### src/rrsp_pkg.sv
// ----------------------------------------------------------------------------
// rrsp_pkg
// Types, codes and helpers shared by the reply stream parser modules.
// ----------------------------------------------------------------------------
package rrsp_pkg;

   localparam logic [7:0] CH_PLUS   = 8'h2B;
   localparam logic [7:0] CH_MINUS  = 8'h2D;
   localparam logic [7:0] CH_COLON  = 8'h3A;
   localparam logic [7:0] CH_DOLLAR = 8'h24;
   localparam logic [7:0] CH_STAR   = 8'h2A;
   localparam logic [7:0] CH_CR     = 8'h0D;
   localparam logic [7:0] CH_LF     = 8'h0A;
   localparam logic [7:0] CH_ZERO   = 8'h30;
   localparam logic [7:0] CH_NINE   = 8'h39;

   localparam logic [15:0] MAX_ELEM_RESET = 16'd1024;
   localparam logic [63:0] POS_CAP = 64'h7FFF_FFFF_FFFF_FFFF;
   localparam logic [63:0] NEG_CAP = 64'h8000_0000_0000_0000;
   localparam int          CHILD_W = 16;

   typedef enum logic [2:0] {
      PH_TYPE    = 3'd0,
      PH_LINE    = 3'd1,
      PH_NUMBER  = 3'd2,
      PH_DATA    = 3'd3,
      PH_TRAILER = 3'd4
   } phase_type;

   localparam logic [2:0] T_STATUS  = 3'd0;
   localparam logic [2:0] T_ERRLINE = 3'd1;
   localparam logic [2:0] T_INTEGER = 3'd2;
   localparam logic [2:0] T_BULK    = 3'd3;
   localparam logic [2:0] T_ARRAY   = 3'd4;

   localparam logic [1:0] EV_PAYLOAD  = 2'd0;
   localparam logic [1:0] EV_COMPLETE = 2'd1;
   localparam logic [1:0] EV_ERROR    = 2'd2;

   localparam logic [2:0] ERR_NONE     = 3'd0;
   localparam logic [2:0] ERR_TYPE     = 3'd1;
   localparam logic [2:0] ERR_NUMBER   = 3'd2;
   localparam logic [2:0] ERR_DEPTH    = 3'd3;
   localparam logic [2:0] ERR_ELEMENTS = 3'd4;

   typedef enum logic [2:0] {
      SC_NONE     = 3'd0,
      SC_PAY1     = 3'd1,
      SC_PAY2     = 3'd2,
      SC_FAIL     = 3'd3,
      SC_COMPLETE = 3'd4,
      SC_PUSH     = 3'd5
   } step_class_type;

   typedef enum logic [2:0] {
      CS_IDLE   = 3'd0,
      CS_EXEC   = 3'd1,
      CS_EMIT   = 3'd2,
      CS_EMIT2  = 3'd3,
      CS_POP_RD = 3'd4,
      CS_POP_WR = 3'd5
   } ctrl_state_type;

   typedef struct packed {
      logic load;
      logic commit;
      logic emit_hold;
      logic emit_byte2;
      logic pop_rd;
      logic pop_wr;
   } cmd_type;

   typedef struct packed {
      step_class_type cls;
      logic           lvl_zero;
      logic           pop_stop;
      logic           pop_last;
      logic           rsp_free;
   } status_type;

   function automatic logic [63:0] sat_digit(input logic [63:0] acc, input logic neg,
                                             input logic [7:0] c);
      logic [67:0] sum;
      logic [67:0] cap;
      sum = ({4'b0, acc} << 3) + ({4'b0, acc} << 1) + {60'b0, c - CH_ZERO};
      cap = {4'b0, (neg ? NEG_CAP : POS_CAP)};
      return (sum > cap) ? cap[63:0] : sum[63:0];
   endfunction

endpackage

### src/resp_reply_stream_parser_core.sv
// ----------------------------------------------------------------------------
// resp_reply_stream_parser_core
// Byte-serial parser for nested RESP2 replies with per-level child counts.
//
//   channel  direction  signals
//   req      in         req_valid/req_ready, req_action, req_data_byte
//   rsp      out        rsp_valid/rsp_ready, event fields (up to two per item)
//   csr      in         csr_wr_en, csr_wr_data (max elements per reply)
//
// An item with no result returns from execute to idle; each result passes
// through an emit state. An element completion first pops nesting levels
// through the child-count stack RAM (one read, one write-back per level).
// Synchronous reset; no clearing pass. A stalled rsp side holds the sequencer
// in its emit state; one finished item may wait while the next is accepted.
// ----------------------------------------------------------------------------
module resp_reply_stream_parser_core import rrsp_pkg::*; #(
   parameter int MAX_NESTING = 16
) (
   input  logic               clock,
   input  logic               reset,
   input  logic               req_valid,
   output logic               req_ready,
   input  logic               req_action,
   input  logic [7:0]         req_data_byte,
   output logic               rsp_valid,
   input  logic               rsp_ready,
   output logic [1:0]         rsp_event_kind,
   output logic [2:0]         rsp_element_type,
   output logic signed [63:0] rsp_element_value,
   output logic [7:0]         rsp_payload_byte,
   output logic [3:0]         rsp_nest_level,
   output logic               rsp_reply_done,
   output logic [2:0]         rsp_error_code,
   input  logic               csr_wr_en,
   input  logic [15:0]        csr_wr_data
);

   cmd_type    cmd;
   status_type status;

   rrsp_ctrl u_ctrl (
      .clock     (clock),
      .reset     (reset),
      .req_valid (req_valid),
      .req_ready (req_ready),
      .status    (status),
      .cmd       (cmd)
   );

   rrsp_dpath #(
      .MAX_NESTING (MAX_NESTING)
   ) u_dpath (
      .clock             (clock),
      .reset             (reset),
      .cmd               (cmd),
      .status            (status),
      .req_action        (req_action),
      .req_data_byte     (req_data_byte),
      .csr_wr_en         (csr_wr_en),
      .csr_wr_data       (csr_wr_data),
      .rsp_valid         (rsp_valid),
      .rsp_ready         (rsp_ready),
      .rsp_event_kind    (rsp_event_kind),
      .rsp_element_type  (rsp_element_type),
      .rsp_element_value (rsp_element_value),
      .rsp_payload_byte  (rsp_payload_byte),
      .rsp_nest_level    (rsp_nest_level),
      .rsp_reply_done    (rsp_reply_done),
      .rsp_error_code    (rsp_error_code)
   );

endmodule

### src/rrsp_ram.sv
// ----------------------------------------------------------------------------
// rrsp_ram
// Generic single-write, single-read RAM with registered read data.
// ----------------------------------------------------------------------------
module rrsp_ram #(
   parameter int WIDTH = 16,
   parameter int DEPTH = 16
) (
   input  logic                     clock,
   input  logic                     wr_en,
   input  logic [$clog2(DEPTH)-1:0] wr_addr,
   input  logic [WIDTH-1:0]         wr_data,
   input  logic                     rd_en,
   input  logic [$clog2(DEPTH)-1:0] rd_addr,
   output logic [WIDTH-1:0]         rd_data
);

   logic [WIDTH-1:0] mem_ff [DEPTH];
   logic [WIDTH-1:0] rd_data_ff;

   always_ff @(posedge clock) begin
      if (wr_en) begin
         mem_ff[wr_addr] <= wr_data;
      end
      if (rd_en) begin
         rd_data_ff <= mem_ff[rd_addr];
      end
   end

   assign rd_data = rd_data_ff;

endmodule

### src/rrsp_ctrl.sv
// ----------------------------------------------------------------------------
// rrsp_ctrl
// Sequencer: runs one item through execute, result emission and stack pop.
// ----------------------------------------------------------------------------
module rrsp_ctrl import rrsp_pkg::*; (
   input  logic       clock,
   input  logic       reset,
   input  logic       req_valid,
   output logic       req_ready,
   input  status_type status,
   output cmd_type    cmd
);

   ctrl_state_type state_ff, state_in;
   logic           two_ff, two_in;

   always_ff @(posedge clock) begin
      if (reset) begin
         state_ff <= CS_IDLE;
         two_ff   <= 1'b0;
      end else begin
         state_ff <= state_in;
         two_ff   <= two_in;
      end
   end

   always_comb begin
      state_in = state_ff;
      two_in   = two_ff;
      unique case (state_ff)
         CS_IDLE: begin
            if (req_valid) state_in = CS_EXEC;
         end
         CS_EXEC: begin
            two_in = (status.cls == SC_PAY2);
            unique case (status.cls)
               SC_NONE:     state_in = CS_IDLE;
               SC_COMPLETE: state_in = status.lvl_zero ? CS_EMIT : CS_POP_RD;
               default:     state_in = CS_EMIT;
            endcase
         end
         CS_EMIT: begin
            if (status.rsp_free) state_in = two_ff ? CS_EMIT2 : CS_IDLE;
         end
         CS_EMIT2: begin
            if (status.rsp_free) state_in = CS_IDLE;
         end
         CS_POP_RD: state_in = CS_POP_WR;
         CS_POP_WR: begin
            state_in = (status.pop_stop || status.pop_last) ? CS_EMIT : CS_POP_RD;
         end
         default: state_in = CS_IDLE;
      endcase
   end

   always_comb begin
      cmd        = '0;
      req_ready  = 1'b0;
      unique case (state_ff)
         CS_IDLE: begin
            req_ready = 1'b1;
            cmd.load  = req_valid;
         end
         CS_EXEC:   cmd.commit     = 1'b1;
         CS_EMIT:   cmd.emit_hold  = status.rsp_free;
         CS_EMIT2:  cmd.emit_byte2 = status.rsp_free;
         CS_POP_RD: cmd.pop_rd     = 1'b1;
         CS_POP_WR: cmd.pop_wr     = 1'b1;
         default:   cmd            = '0;
      endcase
   end

endmodule

### src/rrsp_dpath.sv
// ----------------------------------------------------------------------------
// rrsp_dpath
// Parser state, number accumulator, child-count stack and result register.
// ----------------------------------------------------------------------------
module rrsp_dpath import rrsp_pkg::*; #(
   parameter int MAX_NESTING = 16
) (
   input  logic               clock,
   input  logic               reset,
   input  cmd_type            cmd,
   output status_type         status,
   input  logic               req_action,
   input  logic [7:0]         req_data_byte,
   input  logic               csr_wr_en,
   input  logic [15:0]        csr_wr_data,
   output logic               rsp_valid,
   input  logic               rsp_ready,
   output logic [1:0]         rsp_event_kind,
   output logic [2:0]         rsp_element_type,
   output logic signed [63:0] rsp_element_value,
   output logic [7:0]         rsp_payload_byte,
   output logic [3:0]         rsp_nest_level,
   output logic               rsp_reply_done,
   output logic [2:0]         rsp_error_code
);

   localparam int LVL_W = $clog2(MAX_NESTING);

   // item and parser state
   logic             act_ff;
   logic [7:0]       byte_ff;
   logic [15:0]      max_ff;
   phase_type        phase_ff, phase_in;
   logic [2:0]       type_ff, type_in;
   logic [63:0]      acc_ff, acc_in;
   logic             neg_ff, neg_in, bad_ff, bad_in, seen_ff, seen_in, pend_ff, pend_in;
   logic [63:0]      rem_ff, rem_in;
   logic [31:0]      len_ff, len_in;
   logic [LVL_W-1:0] level_ff, level_in;
   logic [15:0]      eu_ff, eu_in;
   // held result
   logic [1:0]       hk_ff, hk_in;
   logic [2:0]       ht_ff, ht_in;
   logic [63:0]      hv_ff, hv_in;
   logic [7:0]       hp_ff, hp_in;
   logic [LVL_W-1:0] hl_ff;
   logic [2:0]       he_ff, he_in;
   logic             done_ff;
   // result register
   logic             rv_ff;
   logic [1:0]       rk_ff;
   logic [2:0]       rt_ff, re_ff;
   logic [63:0]      rval_ff;
   logic [7:0]       rp_ff;
   logic [LVL_W-1:0] rl_ff;
   logic             rd_ff;

   step_class_type   cls;
   logic [31:0]      len1, len2;
   logic             is_digit, neg_eff;
   logic [63:0]      v;
   logic [64:0]      eu_sum;
   logic [LVL_W:0]   lvl_next;
   logic [LVL_W-1:0] lvl_dn;
   logic             push;
   logic [CHILD_W-1:0] child_rd, child_dec;
   logic [LVL_W+3:0] lvl_ext;

   assign len1     = (len_ff == 32'hFFFF_FFFF) ? len_ff : len_ff + 32'd1;
   assign len2     = (len1 == 32'hFFFF_FFFF) ? len1 : len1 + 32'd1;
   assign is_digit = (byte_ff >= CH_ZERO) && (byte_ff <= CH_NINE);
   assign neg_eff  = neg_ff && (acc_ff != 64'd0);
   assign v        = neg_eff ? (64'd0 - acc_ff) : acc_ff;
   assign eu_sum   = {1'b0, v} + {49'b0, eu_ff};
   assign lvl_next = {1'b0, level_ff} + 1'b1;
   assign lvl_dn   = level_ff - 1'b1;

   always_comb begin
      cls      = SC_NONE;
      phase_in = phase_ff;
      type_in  = type_ff;
      acc_in   = acc_ff;
      neg_in   = neg_ff;
      bad_in   = bad_ff;
      seen_in  = seen_ff;
      pend_in  = pend_ff;
      rem_in   = rem_ff;
      len_in   = len_ff;
      eu_in    = eu_ff;
      hk_in    = EV_PAYLOAD;
      ht_in    = type_ff;
      hv_in    = 64'd0;
      hp_in    = byte_ff;
      he_in    = ERR_NONE;
      if (!act_ff) begin
         unique case (phase_ff)
            PH_LINE: begin
               if (pend_ff) begin
                  pend_in = 1'b0;
                  if (byte_ff == CH_LF) begin
                     cls   = SC_COMPLETE;
                     hv_in = {32'b0, len_ff};
                  end else if (byte_ff == CH_CR) begin
                     cls     = SC_PAY1;
                     hp_in   = CH_CR;
                     pend_in = 1'b1;
                     len_in  = len1;
                  end else begin
                     cls    = SC_PAY2;
                     hp_in  = CH_CR;
                     len_in = len2;
                  end
               end else if (byte_ff == CH_CR) begin
                  pend_in = 1'b1;
               end else begin
                  cls    = SC_PAY1;
                  len_in = len1;
               end
            end
            PH_NUMBER: begin
               if (pend_ff && byte_ff != CH_LF) begin
                  bad_in  = 1'b1;
                  pend_in = (byte_ff == CH_CR);
               end else if (pend_ff) begin
                  pend_in = 1'b0;
                  if (bad_ff || !seen_ff) begin
                     cls   = SC_FAIL;
                     he_in = ERR_NUMBER;
                  end else if (type_ff == T_INTEGER ||
                               (type_ff == T_BULK && neg_eff) ||
                               (type_ff == T_ARRAY && (neg_eff || v == 64'd0))) begin
                     cls   = SC_COMPLETE;
                     hv_in = v;
                  end else if (type_ff == T_BULK) begin
                     acc_in   = v;
                     rem_in   = v;
                     phase_in = (v == 64'd0) ? PH_TRAILER : PH_DATA;
                  end else if (eu_sum > {49'b0, max_ff}) begin
                     cls   = SC_FAIL;
                     he_in = ERR_ELEMENTS;
                  end else if (lvl_next >= (LVL_W+1)'(MAX_NESTING)) begin
                     cls   = SC_FAIL;
                     he_in = ERR_DEPTH;
                  end else begin
                     cls      = SC_PUSH;
                     hk_in    = EV_COMPLETE;
                     hv_in    = v;
                     eu_in    = eu_sum[15:0];
                     phase_in = PH_TYPE;
                  end
               end else if (byte_ff == CH_CR) begin
                  pend_in = 1'b1;
               end else begin
                  if (len_ff == 32'd0 && (byte_ff == CH_PLUS || byte_ff == CH_MINUS)) begin
                     neg_in = (byte_ff == CH_MINUS);
                  end else if (is_digit) begin
                     acc_in  = sat_digit(acc_ff, neg_ff, byte_ff);
                     seen_in = 1'b1;
                  end else begin
                     bad_in = 1'b1;
                  end
                  len_in = len1;
               end
            end
            PH_DATA: begin
               cls    = SC_PAY1;
               rem_in = rem_ff - 64'd1;
               if (rem_ff == 64'd1) begin
                  phase_in = PH_TRAILER;
                  pend_in  = 1'b0;
               end
            end
            PH_TRAILER: begin
               pend_in = !pend_ff;
               if (pend_ff) begin
                  cls   = SC_COMPLETE;
                  hv_in = acc_ff;
               end
            end
            default: begin
               case (byte_ff)
                  CH_PLUS:   type_in = T_STATUS;
                  CH_MINUS:  type_in = T_ERRLINE;
                  CH_COLON:  type_in = T_INTEGER;
                  CH_DOLLAR: type_in = T_BULK;
                  CH_STAR:   type_in = T_ARRAY;
                  default: begin
                     cls   = SC_FAIL;
                     he_in = ERR_TYPE;
                  end
               endcase
               if (level_ff == '0) eu_in = 16'd1;
               len_in   = 32'd0;
               pend_in  = 1'b0;
               acc_in   = 64'd0;
               neg_in   = 1'b0;
               bad_in   = 1'b0;
               seen_in  = 1'b0;
               phase_in = (type_in == T_STATUS || type_in == T_ERRLINE) ? PH_LINE : PH_NUMBER;
            end
         endcase
      end
      if (cls == SC_COMPLETE) begin
         hk_in    = EV_COMPLETE;
         hp_in    = 8'd0;
         phase_in = PH_TYPE;
      end else if (cls == SC_PUSH) begin
         hp_in = 8'd0;
      end else if (cls == SC_FAIL) begin
         hk_in = EV_ERROR;
         ht_in = T_STATUS;
         hv_in = 64'd0;
         hp_in = 8'd0;
      end
   end

   assign push      = cmd.commit && (cls == SC_PUSH);
   assign child_dec = child_rd - 1'b1;

   rrsp_ram #(
      .WIDTH (CHILD_W),
      .DEPTH (MAX_NESTING)
   ) u_stack (
      .clock   (clock),
      .wr_en   (push || cmd.pop_wr),
      .wr_addr (push ? level_ff : lvl_dn),
      .wr_data (push ? v[CHILD_W-1:0] : child_dec),
      .rd_en   (cmd.pop_rd),
      .rd_addr (lvl_dn),
      .rd_data (child_rd)
   );

   always_ff @(posedge clock) begin
      if (cmd.load) begin
         act_ff  <= req_action;
         byte_ff <= req_data_byte;
      end
      if (cmd.commit) begin
         hk_ff <= hk_in;
         ht_ff <= ht_in;
         hv_ff <= hv_in;
         hp_ff <= hp_in;
         hl_ff <= level_ff;
         he_ff <= he_in;
      end
      if (cmd.emit_hold || cmd.emit_byte2) begin
         rk_ff   <= cmd.emit_hold ? hk_ff : EV_PAYLOAD;
         rt_ff   <= cmd.emit_hold ? ht_ff : type_ff;
         rval_ff <= cmd.emit_hold ? hv_ff : 64'd0;
         rp_ff   <= cmd.emit_hold ? hp_ff : byte_ff;
         rl_ff   <= cmd.emit_hold ? hl_ff : level_ff;
         re_ff   <= cmd.emit_hold ? he_ff : ERR_NONE;
         rd_ff   <= cmd.emit_hold && (hk_ff == EV_COMPLETE) && done_ff;
      end
   end

   always_ff @(posedge clock) begin
      if (reset) begin
         max_ff   <= MAX_ELEM_RESET;
         rv_ff    <= 1'b0;
         done_ff  <= 1'b0;
         phase_ff <= PH_TYPE;
         type_ff  <= T_STATUS;
         acc_ff   <= 64'd0;
         neg_ff   <= 1'b0;
         bad_ff   <= 1'b0;
         seen_ff  <= 1'b0;
         pend_ff  <= 1'b0;
         rem_ff   <= 64'd0;
         len_ff   <= 32'd0;
         level_ff <= '0;
         eu_ff    <= 16'd0;
      end else begin
         if (csr_wr_en) max_ff <= csr_wr_data;
         if (cmd.emit_hold || cmd.emit_byte2) begin
            rv_ff <= 1'b1;
         end else if (rsp_ready) begin
            rv_ff <= 1'b0;
         end
         if (cmd.commit) begin
            done_ff <= (cls == SC_COMPLETE) && (level_ff == '0);
            if (act_ff || cls == SC_FAIL) begin
               phase_ff <= PH_TYPE;
               type_ff  <= T_STATUS;
               acc_ff   <= 64'd0;
               neg_ff   <= 1'b0;
               bad_ff   <= 1'b0;
               seen_ff  <= 1'b0;
               pend_ff  <= 1'b0;
               rem_ff   <= 64'd0;
               len_ff   <= 32'd0;
               level_ff <= '0;
               eu_ff    <= 16'd0;
            end else begin
               phase_ff <= phase_in;
               type_ff  <= type_in;
               acc_ff   <= acc_in;
               neg_ff   <= neg_in;
               bad_ff   <= bad_in;
               seen_ff  <= seen_in;
               pend_ff  <= pend_in;
               rem_ff   <= rem_in;
               len_ff   <= len_in;
               eu_ff    <= eu_in;
               if (push) level_ff <= lvl_next[LVL_W-1:0];
            end
         end
         if (cmd.pop_wr) begin
            done_ff <= (child_dec == '0) && (level_ff == LVL_W'(1));
            if (child_dec == '0) level_ff <= lvl_dn;
         end
         if (cmd.emit_hold && hk_ff == EV_COMPLETE && done_ff) begin
            level_ff <= '0;
            eu_ff    <= 16'd0;
         end
      end
   end

   assign lvl_ext = {4'b0, rl_ff};

   always_comb begin
      status          = '0;
      status.cls      = act_ff ? SC_NONE : cls;
      status.lvl_zero = (level_ff == '0);
      status.pop_stop = (child_dec != '0);
      status.pop_last = (level_ff == LVL_W'(1));
      status.rsp_free = !rv_ff || rsp_ready;
   end

   assign rsp_valid         = rv_ff;
   assign rsp_event_kind    = rk_ff;
   assign rsp_element_type  = rt_ff;
   assign rsp_element_value = rval_ff;
   assign rsp_payload_byte  = rp_ff;
   assign rsp_nest_level    = lvl_ext[3:0];
   assign rsp_reply_done    = rd_ff;
   assign rsp_error_code    = re_ff;

endmodule
### config.mk
export PLATFORM = sky130hd
export DESIGN_NAME = resp_reply_stream_parser_core
export DESIGN_NICKNAME = d
export VERILOG_FILES = /design/src/rrsp_pkg.sv /design/src/resp_reply_stream_parser_core.sv /design/src/rrsp_ram.sv /design/src/rrsp_ctrl.sv /design/src/rrsp_dpath.sv
export SDC_FILE = /design/constraint.sdc
export NUM_CORES = 2
export LEC_CHECK = 0
export ABC_AREA = 1
export BUFFER_PORTS_ARGS = -buffer_cell sky130_fd_sc_hd__buf_2
export CAP_MARGIN = 20
export CORE_ASPECT_RATIO = 1.4
export CORE_UTILIZATION = 45
export CTS_BUF_LIST = sky130_fd_sc_hd__clkbuf_2 sky130_fd_sc_hd__clkbuf_4 sky130_fd_sc_hd__clkbuf_8
export DETAILED_ROUTE_END_ITERATION = 8
export PLACE_DENSITY = 0.7
export SYNTH_ARGS = -nofsm -noshare
export SYNTH_HDL_FRONTEND = slang
export SYNTH_SLANG_ARGS = --single-unit
### constraint.sdc
create_clock -name clock -period 19.6 [get_ports clock]
set_input_delay 0.98 -clock clock [delete_from_list [all_inputs] [get_ports clock]]
set_output_delay 0.98 -clock clock [all_outputs]
set_load 0.03 [all_outputs]
==> metrics.yaml <==
status:
  status: "finished with violations"
  violations: "DRC"
setup_path:
  arrival_ps: 11160
  end_kind: "flop"
  slowest_stage: "buf_4"
  path_common_cell: "nand2_1"
  slowest_delay_ps: 710
  critPathKind: "reg2reg"
  cp.required_ps: 20330
  start_kind: "flop"
  path_max_fanout: 79
die:
  rows: 139
  die_h_um: 383
  core-area_um2: 103000
  die_x_um: 274
  io_pins: 117
  start_util_pct: 45.5
  dieArea_um2: 105000
timing:
  fmax_ghz: 0.0959
  fin_tns_setup_ps: 0
  hold_viol_final: 0
  post-route-period-util_pct: 53.2
  slew_violations: 0
  rsz0062_at_grt: "false"
  fin_crit_ps: 10430
  worst_pin_slew_ps: 1190
  setup_viol: 0
  clock_skew_ps: 48.3
  relSlewSlack_pct: 19.5
clocking:
  ctsHoldBuffers: 0
  clk_pin_slew_ps: 80
  cts-root-buf: "clkbuf_8"
  clk_path_buf_depth: 3
  htreeDepth: 3
  cts_sinks: 662
  clk_latency_ps: 840
  cts_made_buffers: 104
  ctsResizeCount: 0
  cts_tree: "yes"
  postCtsSetupBuffers: 0
place:
  portBuffers: 116
  place_hpwl_um: 140000
  place_inst: 7812
  place_congestion: 1.03
  placed_area_um2: 48700
final_layout:
  finalInstanceArea_um2: 51100
  fin_util_pct: 49.7
  nNetsFinal: 6850
  syn2layout_area_growth_pct: 9.21
  final_cell_mix: "nand2_1, nor2_1, inv_1"
  instances_no_fill: 8012
  drive_gt1_share_pct: 7.60
  final_common_cell: "nand2_1"
power_and_ir_drop:
  leakage_nw: 22.1
  p_per_area_nw_per_um2: 88.7
  ir_worst_vdd_v: 0.0000778
  p_total_mw: 4.53
logic_synthesis:
  synthArstFlopShare_pct: 0
  ys_seq_area_share_pct: 38.0
  synth.distinct_cells: 65
  synth_cells: 6537
  syn_area_per_cell_um2: 7.15
  synth_edf_count: 450
  synth_nets: 6808
  yosys_warnings: 0
  syn_area_um2: 46800
  yosys_register_bits: 662
  synth_ff_type: "edfxtp_1"
route:
  vias: 46200
  vias_per_cell: 5.77
  drt-initial-drc-count: 4308
  routed-wl-met3_um: 11300
  wl_met2_um: 91100
  routed_wl_um: 188000
  highest_layer: "met5"
  route.detailed.drc: 24
  first_pass_iters: 8
  drt-met1-wl_um: 66300
  ant_nets: 0
  wl_per_cell_um: 23.5
global_route:
  grt_pass1_wl_um: 279000
  track_usage_pct: 35.6
  grt_pass1_vias: 45500
  antenna_found_initial: 4
  grt_max_degree: 80
  grt.overflow.total: 0
min_path:
  hold_path.class: "in2reg"
run:
  drv_cap: 0
[worst paths after layout]
kind	slack (ps)	end	start	cells past startpoint
max reg2reg	9170	u_dpath.rem_ff[58]$_SDFFE_PP0P_	u_dpath.acc_ff[0]$_SDFFE_PP0P_	48
max	9170	u_dpath.rem_ff[58]$_SDFFE_PP0P_	u_dpath.acc_ff[0]$_SDFFE_PP0P_	48
min reg2reg	460	u_dpath.bad_ff$_SDFFE_PP0P_	u_dpath.bad_ff$_SDFFE_PP0P_	2
min	320	u_dpath.byte_ff[6]$_DFFE_PP_	req_data_byte[6]	1
[metal layers]
metal,track usage (%),up-vias
met5,0,-
li1,-,21900
met1,37.6,21600
met2,61.3,1989
met4,32.0,2
met3,4.87,738
[cell type report]
type,count,area (um^2)
clock inverter,73,800
inverter,725,2730
multi-input combinational,4882,25200
timing repair buffer,204,1240
fill,10300,51700
sequential,662,17800
antenna,3,7.51
tap,1339,1680
clock buffer,124,1610
[where the power goes]
| part | leakage [nW] | internal, mW | total [mW] | switching (mW) |
|---|---|---|---|---|
| combinational | 15.0 | 0.392 | 1.49 | 1.10 |
| sequential | 5.88 | 1.56 | 1.66 | 0.102 |
| clock | 1.22 | 0.738 | 1.38 | 0.640 |
[state kept, by name, summed over array words and instances, names as in the netlist, 8 cells and up]
signal                     cells
u_dpath.max_ff                16
u_dpath.hv_ff                 64
u_dpath.u_stack.rd_data       16
u_dpath.rsp_element_value     64
u_dpath.acc_ff                64
u_dpath.byte_ff                8
u_dpath.hp_ff                  8
u_dpath.u_stack.mem_ff       256
u_dpath.rsp_payload_byte       8
u_dpath.len_ff                32
u_dpath.rem_ff                64
u_dpath.eu_ff                 16
[stage by stage]
| stage | hold WS (ps) | setup slack [ps] |
|---|---|---|
| 3_3_place_gp | 452 | 9640 |
| 6_report | 323 | 9170 |
| 2_1_floorplan | 406 | 11170 |
| 4_1_cts | 260 | 9370 |
| 3_5_place_dp | 447 | 9380 |
| 5_1_grt | 286 | 8380 |
[cell usage after synthesis, drive strengths merged, types with 2 or more instances]
| master | count | area [um^2] |
|---|---|---|
| o22ai | 36 | 225 |
| inv | 719 | 2700 |
| nand3 | 310 | 1600 |
| xnor2 | 44 | 385 |
| or3 | 2 | 12.5 |
| fa | 7 | 140 |
| o31ai | 3 | 22.5 |
| nor4b | 2 | 17.5 |
| clkbuf | 174 | 653 |
| nand4 | 163 | 1030 |
| a31oi | 46 | 288 |
| clkinv | 6 | 22.5 |
| a21o | 7 | 52.6 |
| o21ai | 409 | 2050 |
| ha | 234 | 2930 |
| a221oi | 4 | 35.0 |
| mux2i | 17 | 170 |
| nor4 | 35 | 219 |
| o21bai | 5 | 37.5 |
| o221ai | 27 | 236 |
| a21oi | 319 | 1630 |
| xor2 | 155 | 1370 |
| nor2 | 1213 | 4680 |
| o211ai | 54 | 405 |
| o2111ai | 3 | 26.3 |
| a211oi | 45 | 338 |
| and2 | 6 | 37.5 |
| o32ai | 47 | 412 |
| a21boi | 10 | 78.8 |
| o21a | 9 | 67.6 |
| nand3b | 11 | 82.6 |
| dfxtp | 212 | 4240 |
| nand2 | 1537 | 5830 |
| nor3 | 74 | 375 |
| edfxtp | 450 | 13500 |
| a22oi | 33 | 248 |
| or2 | 9 | 56.3 |
| buf | 94 | 512 |
[cells by family after synthesis]
| family | count (synthesis) | synth area share [%] |
|---|---|---|
| multiplexers | 17 | 0.364 |
| buffers and inverters | 993 | 8.31 |
| flip-flops | 662 | 38.0 |
| AND/OR/NAND/NOR | 3365 | 29.8 |
| AO/OA/AOI/OAI | 1060 | 13.2 |
| adder cells (fa/ha/maj) | 241 | 6.56 |
| XOR/XNOR | 199 | 3.74 |
[worst max-delay path, delay by kind of cell (launching register included)]
| kind | cells | cell delay, ps |
|---|---|---|
| AND/OR/NAND/NOR | 33 | 4940 |
| flip-flops | 1 | 430 |
| XOR/XNOR | 2 | 860 |
| AO/OA/AOI/OAI | 4 | 1200 |
| buffers and inverters | 6 | 1680 |
| adder cells (fa/ha/maj) | 3 | 1060 |
Note: power is estimated with default switching activity, not from simulation.
